==> src/rtl/fst_pkg.sv <==
// Shared types and constants of the flow statistics table.
package fst_pkg;

   localparam int KEY_W      = 40;
   localparam int STAT_W     = 64;
   localparam int METRIC_W   = 5 * STAT_W;

   localparam logic [15:0] ETHERTYPE_IPV4 = 16'h0800;
   localparam logic [16:0] ETH_HDR_BYTES  = 17'd14;
   localparam logic [16:0] IPV4_MIN_BYTES = 17'd20;
   localparam logic [16:0] PORT_BYTES     = 17'd4;
   localparam logic [7:0]  PROTO_TCP      = 8'd6;
   localparam logic [7:0]  PROTO_UDP      = 8'd17;

   localparam logic [1:0] STATUS_IGNORED = 2'd0;
   localparam logic [1:0] STATUS_NEW     = 2'd1;
   localparam logic [1:0] STATUS_UPDATED = 2'd2;
   localparam logic [1:0] STATUS_FULL    = 2'd3;

   typedef struct packed {
      logic              ignore;
      logic [KEY_W-1:0]  key;
      logic [31:0]       packet_len;
      logic [63:0]       now_ns;
   } cmd_type;

   typedef enum logic [2:0] {
      S_IDLE,
      S_SCAN,
      S_CMP,
      S_INSERT,
      S_MREAD,
      S_MCALC,
      S_UPDATE,
      S_RESP
   } state_type;

endpackage

==> src/rtl/fst_front.sv <==
// Front end: checks the frame and builds the flow key.
module fst_front import fst_pkg::*; (
   input  logic [15:0] captured_len,
   input  logic [15:0] ethertype,
   input  logic [3:0]  ip_header_words,
   input  logic [7:0]  ip_protocol,
   input  logic [15:0] l4_src_port,
   input  logic [15:0] l4_dst_port,
   input  logic [31:0] packet_len,
   input  logic [63:0] now_ns,
   output cmd_type     cmd
);

   logic [16:0] cap;
   logic [16:0] l4_end;
   logic        has_ports;
   logic        bad_frame;
   logic [15:0] sport;
   logic [15:0] dport;

   always_comb begin
      cap       = {1'b0, captured_len};
      l4_end    = ETH_HDR_BYTES + {11'd0, ip_header_words, 2'b00} + PORT_BYTES;
      has_ports = (ip_protocol == PROTO_TCP) || (ip_protocol == PROTO_UDP);
      bad_frame = (ethertype != ETHERTYPE_IPV4) || (cap < ETH_HDR_BYTES + IPV4_MIN_BYTES)
                  || (has_ports && (l4_end > cap));
      sport     = has_ports ? l4_src_port : 16'd0;
      dport     = has_ports ? l4_dst_port : 16'd0;
      cmd.ignore     = bad_frame;
      cmd.key        = {ip_protocol, sport, dport};
      cmd.packet_len = packet_len;
      cmd.now_ns     = now_ns;
   end

endmodule

==> config.mk <==
export PLATFORM = sky130hd
export DESIGN_NAME = fst_front
export DESIGN_NICKNAME = d
export VERILOG_FILES = /design/src/rtl/fst_pkg.sv /design/src/rtl/fst_front.sv
export SDC_FILE = /design/constraint.sdc
export NUM_CORES = 1
export LEC_CHECK = 0
export BUFFER_PORTS_ARGS = -buffer_cell sky130_fd_sc_hd__buf_2
export CORE_AREA = 2 2 118 120
export DETAILED_ROUTE_END_ITERATION = 10
export DIE_AREA = 0 0 120 122
export GPL_ROUTABILITY_DRIVEN = 0
export REMOVE_ABC_BUFFERS = 1
export SYNTH_ARGS = -nofsm -noshare
export SYNTH_HDL_FRONTEND = slang
export SYNTH_SLANG_ARGS = --single-unit
==> constraint.sdc <==
create_clock -name vclk -period 4.05
set_clock_uncertainty 0.05 [all_clocks]
set_input_delay 0.2025 -clock vclk [all_inputs]
set_output_delay 0.2025 -clock vclk [all_outputs]
set_load 0.05 [all_outputs]
* After elaboration in Yosys (flattened, before gate mapping) *
Cells that the tools add are included.

storage, ports and cells
  word-level logic and storage cells = 13
  latch bits = 0
  RAM bits = 0
  ROM bits = 0
  input port bits = 172
  register bits = 0
  memories kept = 0
  output and inout port bits = 137

operators by class
  reduce and logical (&&, ||, !) cells = 4
  bitwise operators = 0
  multipliers = 0
  $lt $le $gt $ge = 2
  add/subtract/negate cells = 2
  div/mod/pow operators = 0
  shift-type cells = 0
  equal/unequal tests = 3
  mux-type cells = 2

operators with widths
  operator                                                                count
  16-bit two-way mux                                                      2
  8-bit by 16-bit > comparator with 1-bit output                          1
  16-bit by 6-bit < comparator with 1-bit output (second input constant)  1
  16-bit by 12-bit != test with 1-bit output (second input constant)      1
  7-bit by 3-bit adder with 8-bit output (second input constant)          1
  8-bit by 3-bit equality test with 1-bit output (second input constant)  1
  8-bit by 5-bit equality test with 1-bit output (second input constant)  1
  4-bit by 6-bit adder with 7-bit output (first input constant)           1
  1-bit logical OR                                                        3
  1-bit logical AND                                                       1

* Depth between registers and ports, before layout *
  depth after elaboration = 5
  gate-level depth with buffers = 7
  gate-level depth less buffers = 6

* Worst setup path after synthesis *
Ideal clock, no wire load.

  path type = input port to output port
  start point = input port ip_header_words[2]
  end point = output port cmd[136] (netlist name)
  slack = 2.166 ns
  required time = 3.798 ns
  arrival = 1.631 ns
  path buffers = 1
  cell stages on the path = 7
  cell sequence = ha_1 > ha_1 > a21o_1 > a21oi_1 > o32ai_1 > a221o_1 > buf_4

between the ends
  cells in the longest elaborated chain, start to end = 5

RTL lines
  item                                            RTL line         text
  start, declared                                 fst_front.sv:5   input logic [3:0] ip_header_words,
  4-bit by 6-bit adder with 7-bit output          fst_front.sv:23  l4_end = ETH_HDR_BYTES + {11'd0, ip_header_words, 2'b00} + PORT_BYTES;
  7-bit by 3-bit adder with 8-bit output          fst_front.sv:23
  8-bit by 16-bit > comparator with 1-bit output  fst_front.sv:26  || (has_ports && (l4_end > cap));
  1-bit logical AND                               fst_front.sv:26
  1-bit logical OR                                fst_front.sv:26
  end, declared                                   fst_front.sv:11  output cmd_type cmd

No other way between the ends.

==> flow_summary.ini <==
[run_status]
status = finished, final reports clean

[min_path]
timing.hold.worst_endpoint = cmd[1]
hold_class = in2out
holdCritStartpoint = now_ns[1]
hold-path-cell-count = 0

[power]
power.sequential.fraction_pct = 0
power-per-cell-area_nw_per_um2 = 63.2
power.share.switching_pct = 52.6
combinationalPowerShare_pct = 100.0
clkPwrFrac_pct = 0
static-leakage-power_nw = 0.727
net_switching_component_of_the_power_mw = 0.0428
power.internal_mw = 0.0387
peakVddDrop_uv = 11.3

[setup_path]
crit_path_start_kind = input port
largest_fanout_on_the_critical_path = 2
critical_path_cell_sequence = buf_2 > ha_1 > ha_1 > a21o_1 > a21oi_1 > o32ai_1 > a221o_1 > buf_2
combined_buffer_and_inverter_count_along_the_critical_path = 2
crit_type = in2out
critPathSlowestCell = sky130_fd_sc_hd__a221o_1
critPathCaptureType = primary output
critical-path-top-delay-family = compound AO/OA/AOI/OAI gates
worst_ep_required_time_ns = 3.80
critical_path_arrival_ns = 1.88
timing.critical_path.depth = 8
slowest_delay_ns = 0.33

[die]
die_y_um = 122
die_area_um2 = 14600
io-pin-count = 309
initial_core_util_pct = 9.50
dieWidth_um = 120
row_count = 43
core_area_um2 = 13500

[timing]
rsz0062_at_grt = false
finalMaxSlewViolations = 0
timing.slew.headroom_pct = 65.3
final.period_utilization_pct = 52.7
fin_worst_hold_slack_ns = 0.355
timing.final.hold_violations = 0
timing.final.crit_period_ns = 2.13
setup_viol_count_final = 0
max_slew.worst_pin.slew_ns = 0.514
fmaxAchievable_mhz = 468
totalNegativeSetupSlack_ns = 0

[finish]
insertedDiodeCount = 0
seq_cells = 0
syn_to_final_growth_pct = 0.586
finalNonFillerCells = 366
final_common_cell = sky130_fd_sc_hd__buf_2
highest_count_cells_in_the_layout_ignoring_fill_and_taps = sky130_fd_sc_hd__buf_2 (117), sky130_fd_sc_hd__and2_1 (30), sky130_fd_sc_hd__inv_1 (6), sky130_fd_sc_hd__nor4_1 (6), sky130_fd_sc_hd__ha_1 (6)
post_route_cells_drive_above_1_share_pct = 65.1
layout.filler_cells = 1569
ff_latch_area_um2 = 0
fin_nets = 366
final.clkbuf_count = 0
post-route-cell-area_um2 = 1290

[logic_synthesis]
synthXorXnorAreaFrac_pct = 0
yosysTopAreaCell = sky130_fd_sc_hd__buf_4
synth_top_family_by_area = buffers and inverters
synthTopCellsByArea = sky130_fd_sc_hd__buf_4 (61%), sky130_fd_sc_hd__and2_1 (15%), sky130_fd_sc_hd__ha_1 (5.9%)
avgSynthCellArea_um2 = 7.25
synth_warnings = 0
synthMuxAreaShare_pct = 0
netlist_area_um2 = 1280
synth_adder_area_share_pct = 5.85
post_synth_inst_count = 177
synth.distinct_cells = 22
synth_compound_gate_area_share_pct = 4.39
yosysTopAreaCellShare_pct = 61.5
synth-simple-area-share_pct = 25.4
synth.yosys.seq_area_share_pct = 0

[global_routing]
antenna_found_initial = 2
grt_start_max_net_pins = 34
global_route_wire_length_before_repair_um = 20000
gr-usage-all-layers_pct = 23.5
grtUsageMet1_pct = 7.20
groute.layer.met2.usage_pct = 47.7
grt_pass1_vias = 1100
globalRoute.totalOverflow = 0
globalRoute.busiestLayer = met2
gr-usage-met3_pct = 31.4

[flow_run]
drv_cap = 0

[drt]
ant_nets = 0
vias = 1266
wirelength_um = 18100
drt-vias-per-instance = 3.46
drc = 0
detail_route.wl_per_cell_um = 49.3
iteration_0_drc_markers = 45
initial_drt_pass_iterations = 3

[clock_tree]
cts.hold.buffers_added = 0
post-cts-setup-buffer-count = 0
cts-resized-gates = 0

[placed_design]
dp.cells = 366
placement.io_buffers = 117
detailedPlacementHpwl_um = 17700
area_post_placement_um2 = 1290
[synthesized netlist by cell type, drive strengths merged, types with 2 or more instances]
cell type,n
nor4bb,2
nor4,6
buf,105
inv,6
ha,6
nand4b,2
nor2,2
and2,32
clkbuf,3
nand2,2
[layout make-up]
cell class	count	area [µm²]	share of cell area, %
inverter	6	22.5	1.75
timing repair buffer	117	586	45.4
multi-input combinational	63	457	35.4
tap	180	225	17.5
[cells by family after synthesis]
family / count (synthesis)
buffers and inverters: 114
AND/OR/NAND/NOR: 50
adder cells (fa/ha/maj): 6
AO/OA/AOI/OAI: 7
[layer usage]
metal | up-vias | share of wire (%)
met3 | 22 | 28
met1 | 479 | 12
li1 | 482 | -
met5 | - | 0.35
met4 | 6 | 4.4
met2 | 277 | 56
[through the flow]
step,util (%),power (mW),setup slack (ns)
after global routing,9.55,0.0898,1.81
after global placement,9.55,0.0815,1.92
final,9.55,0.0815,1.92
after CTS,9.55,0.0828,1.90
after detailed placement,9.55,0.0824,1.92
after floorplan,-,0.0195,2.14
[how the worst max path moves through the flow]
stage	from	end	slack, ns
finish	ip_header_words[2]	cmd[136]	1.92
CTS	ip_header_words[2]	cmd[136]	1.90
detailed placement	ip_header_words[2]	cmd[136]	1.92
global route	ip_header_words[2]	cmd[136]	1.81
floorplan	ip_header_words[2]	cmd[136]	2.14
global placement	ip_header_words[2]	cmd[136]	1.92
[power by group through the flow]
stage	Clock, mW	Sequential [mW]	Combinational, mW
2_1_floorplan	0	0	0.0195
3_3_place_gp	0	0	0.0815
3_5_place_dp	0	0	0.0824
4_1_cts	0	0	0.0828
5_1_grt	0	0	0.0898
6_report	0	0	0.0815
(Power assumes the default switching activity.)
