**src/rtl/fst_pkg.sv**
```systemverilog
// Shared types and constants of the flow statistics table.
package fst_pkg;

   localparam int KEY_W      = 40;
   localparam int STAT_W     = 64;
   localparam int METRIC_W   = 5 * STAT_W;

   localparam logic [15:0] ETHERTYPE_IPV4 = 16'h0800;
   localparam logic [16:0] ETH_HDR_BYTES  = 17'd14;
   localparam logic [16:0] IPV4_MIN_BYTES = 17'd20;
   localparam logic [16:0] PORT_BYTES     = 17'd4;
   localparam logic [7:0]  PROTO_TCP      = 8'd6;
   localparam logic [7:0]  PROTO_UDP      = 8'd17;

   localparam logic [1:0] STATUS_IGNORED = 2'd0;
   localparam logic [1:0] STATUS_NEW     = 2'd1;
   localparam logic [1:0] STATUS_UPDATED = 2'd2;
   localparam logic [1:0] STATUS_FULL    = 2'd3;

   typedef struct packed {
      logic              ignore;
      logic [KEY_W-1:0]  key;
      logic [31:0]       packet_len;
      logic [63:0]       now_ns;
   } cmd_type;

   typedef enum logic [2:0] {
      S_IDLE,
      S_SCAN,
      S_CMP,
      S_INSERT,
      S_MREAD,
      S_MCALC,
      S_UPDATE,
      S_RESP
   } state_type;

endpackage

```
**src/rtl/fst_fifo.sv**
```systemverilog
// Two-entry queue between front end and table engine.
module fst_fifo import fst_pkg::*; (
   input  logic    clock,
   input  logic    reset,
   input  logic    push,
   input  cmd_type push_data,
   output logic    full,
   input  logic    pop,
   output logic    not_empty,
   output cmd_type head
);

   cmd_type    slot_ff [2];
   logic       wr_ptr_ff, wr_ptr_in;
   logic       rd_ptr_ff, rd_ptr_in;
   logic [1:0] count_ff, count_in;

   always_comb begin
      wr_ptr_in = wr_ptr_ff ^ push;
      rd_ptr_in = rd_ptr_ff ^ pop;
      count_in  = count_ff + {1'b0, push} - {1'b0, pop};
   end

   always_ff @(posedge clock) begin
      if (reset) begin
         wr_ptr_ff <= 1'b0;
         rd_ptr_ff <= 1'b0;
         count_ff  <= 2'd0;
      end else begin
         wr_ptr_ff <= wr_ptr_in;
         rd_ptr_ff <= rd_ptr_in;
         count_ff  <= count_in;
      end
      if (push) begin
         slot_ff[wr_ptr_ff] <= push_data;
      end
   end

   assign full      = (count_ff == 2'd2);
   assign not_empty = (count_ff != 2'd0);
   assign head      = slot_ff[rd_ptr_ff];

endmodule

```
**config.mk**
```make
export PLATFORM = sky130hd
export DESIGN_NAME = fst_fifo
export DESIGN_NICKNAME = d
export VERILOG_FILES = /design/src/rtl/fst_pkg.sv /design/src/rtl/fst_fifo.sv
export SDC_FILE = /design/constraint.sdc
export NUM_CORES = 1
export LEC_CHECK = 0
export ABC_AREA = 1
export BUFFER_PORTS_ARGS = -buffer_cell sky130_fd_sc_hd__clkbuf_2
export CORE_ASPECT_RATIO = 0.7
export CORE_MARGIN = 2
export CORE_UTILIZATION = 47
export DETAILED_ROUTE_END_ITERATION = 7
export GPL_TIMING_DRIVEN = 1
export PLACE_DENSITY = 0.76
export RECOVER_POWER = 25
export SYNTH_ARGS = -nofsm -noshare
export SYNTH_HDL_FRONTEND = slang
export SYNTH_SLANG_ARGS = --single-unit
```
**constraint.sdc**
```tcl
create_clock -name clock -period 3.7 [get_ports clock]
set_input_delay 0.185 -clock clock [delete_from_list [all_inputs] [get_ports clock]]
set_output_delay 0.185 -clock clock [all_outputs]
set_load 0.02 [all_outputs]
```
; Word level (Yosys, flattened, before mapping)
; Memory sizes are Yosys's and may differ from the RTL's. A register that Yosys moved wholly into a read port is not among the register bits.
; Cells that the tools add are included.
[word_totals]
register_bits = 4
ramBits = 274
input_bits = 141
output_inout_bits = 139
wordCells = 13
memories = 1
[classes]
add_sub_neg = 2
eq_ne = 1
mux = 3
n_bitwise = 2
reduce_logical = 1
[memory_table]
columns = name, words, width, read_ports, rd_ports_with_merged_regs, wr, line
row1 = slot_ff, 2, 137, 1, 1, 1, fst_fifo.sv:13  ; cmd_type slot_ff [2];
[ops]
columns = cell, count
row1 = 1-bit two-way mux, 3
row2 = 2-bit by 1-bit adder with 2-bit output, 1
row3 = 2-bit == test (second input constant), 1
row4 = 2-bit nonzero test, 1
row5 = 2-bit by 1-bit subtractor with 2-bit output, 1
row6 = 1-bit XOR, 2

; Longest topological paths before layout
[depth]
word_depth = 2
depth_mapped = 9
depth_no_buf = 9

; Least setup slack after synthesis
; OpenSTA, ideal clock, no wires.
[synth_timing]
path_kind = flip-flop to flip-flop
start = register wr_ptr_ff
end = memory slot_ff[0][0] (netlist name) (enable)
setup_ps = 513
arrival_time_ps = 3540
t_required_ps = 3187
slack_ps = -353
stages_incl_launch_ff = 3
path_buffers = 0
period_less_slack_ps = 4053
cell_sequence = dfxtp_1 > inv_1 > ha_1
[synth_rtl]
columns = element, line
row1 = "start, declared", fst_fifo.sv:14  ; logic wr_ptr_ff, wr_ptr_in;
row2 = "start signal, assigned", fst_fifo.sv:30  ; wr_ptr_ff <= wr_ptr_in;
row3 = "end, declared", fst_fifo.sv:13
; No word-level cell before the write port.

==> out/results.tsv <==
stage	metric	value	unit
status	run status	finished, final reports clean	
setup_path	Critical Path Sink Type	output port	
timing	sum of negative setup slack	0	ns
run	Max-cap violations	0	
yosys	register bit total from synthesis	278	
setup_path	Worst EP required	3.51	ns
cts	clk_lat worst skew	0.52	ns
setup_path	Buf+Inv Stages, Crit Path	2	
yosys	synth top area cells	edfxtp_1 81%, mux2_2 15%, buf_6 1.6%	
yosys	Post-Syn Instances	453	
yosys	synth unique cells	12	
grt	met2 usage	0.339	
timing	Fin. Hold Viols	0	
setup_path	CP max FO	38	
grt	overflow left after global routing	0	
finish	synth-to-layout area growth	37.7	%
hold_path	Hold Crit Class	in2reg	
power_and_ir_drop	internal power	5.57	mW
die	starting density of the core	0.484	
setup_path	Setup CP Type	reg2out	
cts	H-tree depth	1	
die	total core area	21000	um^2
timing	worst hold slack	0.0492	ns
die	height of the die	127	um
cts	Clock Path Buffers	3	
timing	setup-violating endpoint count in the final report	0	
die	FP Rows	44	
setup_path	CP Data Arrival Time	2.32	ns
die	DIE AREA	22800	um^2
setup_path	critical path's top delay family	buffers and inverters	
cts	post-cts resize count	0	
drt	Routed WL per cell	18.7	um
finish	share of layout cells above drive strength 1	0.436	
power_and_ir_drop	sequential fraction of design power	0.511	
setup_path	nature of the critical path startpoint	register	
grt	all-layer global routing usage	0.192	
placement	Port-buffer cells	279	
drt	drt first-iter violations	369	
cts	postcts setup bufs	0	
cts	clock sink count	278	
grt	busiest layer in global routing	met2	
drt	Routed WL	22200	um
setup_path	crit-path cells	buf_4, mux2_2, clkbuf_2	
die	IO Pins	280	
placement	post-DP HPWL	13200	um
timing	Max Fclk	400	MHz
grt	met1 Resource Use GR	0.234	
timing	Min Clock Period, post-route	2.50	ns
yosys	sequential area share after synthesis	0.819	
drt	drt via density	4.92	
cts	cts bufs inserted	26	
grt	pin count of the biggest net entering global routing	79	
grt	vias in the first global route	6292	
setup_path	slowest CP cell	dfxtp_4	
finish	nets	1035	
yosys	Synth top area share	0.811	
grt	initial antenna violation count	0	
drt	DRT Pass-1 Iters	5	
grt	GR Util met3	0.0454	
drt	Routed Antenna Nets	0	
timing	unrepaired setup endpoints after global routing	no	
power_and_ir_drop	Comb power frac	0.137	
setup_path	flop-to-flop setup slack	1.99	ns
timing	Worst-Margin Slew	0.508	ns
power_and_ir_drop	Net Sw Power	1.74	mW
power_and_ir_drop	P_leak	5.19	nW
cts	register clock-pin slew on the reported worst setup and hold paths	0.06	ns
power_and_ir_drop	Worst VDD drop	0.380	mV
die	Die X	180	um
placement	gpl congestion	0.797	
cts	CTS Root Cell	clkbuf_16	
power_and_ir_drop	Power per Cell Area	524	nW/um^2
power_and_ir_drop	sw frac	0.238	
drt	total number of vias	5837	
yosys	mapped cell area	10100	um^2
drt	DRC Markers	0	
yosys	Synth Net Count	598	
yosys	synth warn	0	
cts	CTS tree	yes	
yosys	Post-Syn Area per Cell	22.4	um^2
setup_path	Crit path largest cell delay	0.67	ns
grt	first-pass GRT wire length	34200	um
timing	worst clock skew	0.0116	ns
yosys	area leader, netlist	edfxtp_1	
timing	final slew viol count	0	
timing	period utilization	0.676	
power_and_ir_drop	fraction of power consumed by the clock network	0.352	
timing	Slew HR	0.661	
metal layers:
metal / wire length [um] / vias to the layer above
li1: - / 2660
met1: 8830 / 2884
met5: 0 / -
met2: 11300 / 241
met4: 694 / 0
met3: 1360 / 52
cell usage after synthesis:
cell and count:
a21oi_1 1, nand2_1 4, mux2_2 137, inv_1 7, edfxtp_1 274, xnor2_1 1
buf_6 14, nor2_1 5, dfxtp_1 4, nand3_1 1, buf_2 1, ha_1 4
cell type report:
class	instances	area, um^2
Clock buffer	29	683
Clock inverter	18	138
Fill cell	1418	7010
Timing Repair Buffer	424	2790
Sequential cell	278	8310
Antenna cell	1	2.50
Multi-Input combinational cell	153	1670
Inverter	7	26.3
Tap cell	276	345
layout by cell type (no fill, tap or decap):
cell type,Yosys,layout
clkinv_1,0,6
buf_12,0,3
ha_1,4,2
buf_4,0,3
clkbuf_2,0,211
bufinv_16,0,2
ha_4,0,2
clkbuf_16,0,27
diode_2,0,1
nand3_1,1,1
dlygate4sd3_1,0,139
nor2_1,5,5
xnor2_1,1,1
edfxtp_1,274,274
clkinv_2,0,8
a21oi_1,1,1
inv_1,7,7
mux2_2,137,137
clkbuf_1,0,70
dfxtp_1,4,3
dfxtp_4,0,1
nand2_1,4,4
clkinvlp_4,0,2
path summary, 6_finish.rpt:
kind,start,to,depth (start not counted)
max,rd_ptr_ff,head[15],3
min,push,wr_ptr_ff,3
max reg2reg,wr_ptr_ff,slot_ff[0][31],3
min reg2reg,count_ff[1],count_ff[1],3
power groups by stage:
| stage | logic [mW] | clock network (mW) | registers (mW) |
|---|---|---|---|
| 4_1_cts | 1.01 | 2.62 | 3.74 |
| 5_1_grt | 1.07 | 2.76 | 3.75 |
| 2_1_floorplan | 0.585 | 0 | 3.78 |
| 6_report | 1.00 | 2.58 | 3.74 |
| 3_5_place_dp | 0.888 | 0 | 3.81 |
| 3_3_place_gp | 0.865 | 0 | 3.79 |
through the flow:
stage          instance area (um^2)  power, mW  cells  setup slack, ns   util
2_1_floorplan                 10100       4.37    453             1.14      -
3_3_place_gp                  11800       4.66    999             1.82  0.564
3_5_place_dp                  11800       4.69    999             1.73  0.564
4_1_cts                       14000       7.37   1185             1.15  0.670
5_1_grt                       14000       7.58   1185             1.07  0.666
6_report                      14000       7.32   1186             1.20  0.666
tightest hold or removal path, stage by stage:
cell	delay [ns]
clkbuf_2	0.16
ha_4	0.14
nor2_1	0.03
sequential cells by signal (all words and copies together), names as in the netlist:
name       cells
wr_ptr_ff      1
rd_ptr_ff      1
count_ff       2
slot_ff      274
kinds of logic after synthesis:
family | after synthesis | synth area share
compound gates | 1 | 0.000493
xor+xnor | 1 | 0.000864
fa+ha+maj | 4 | 0.00493
buf+inv | 22 | 0.0186
flops | 278 | 0.819
mux | 137 | 0.152
simple gates | 10 | 0.00382
what timing repair did:
action / CTS / global route
hold endpoints to repair: 278 / 0
hold buffers: 139 / 0
setup endpoints to repair: 0 / 0
(Power assumes the default switching activity.)
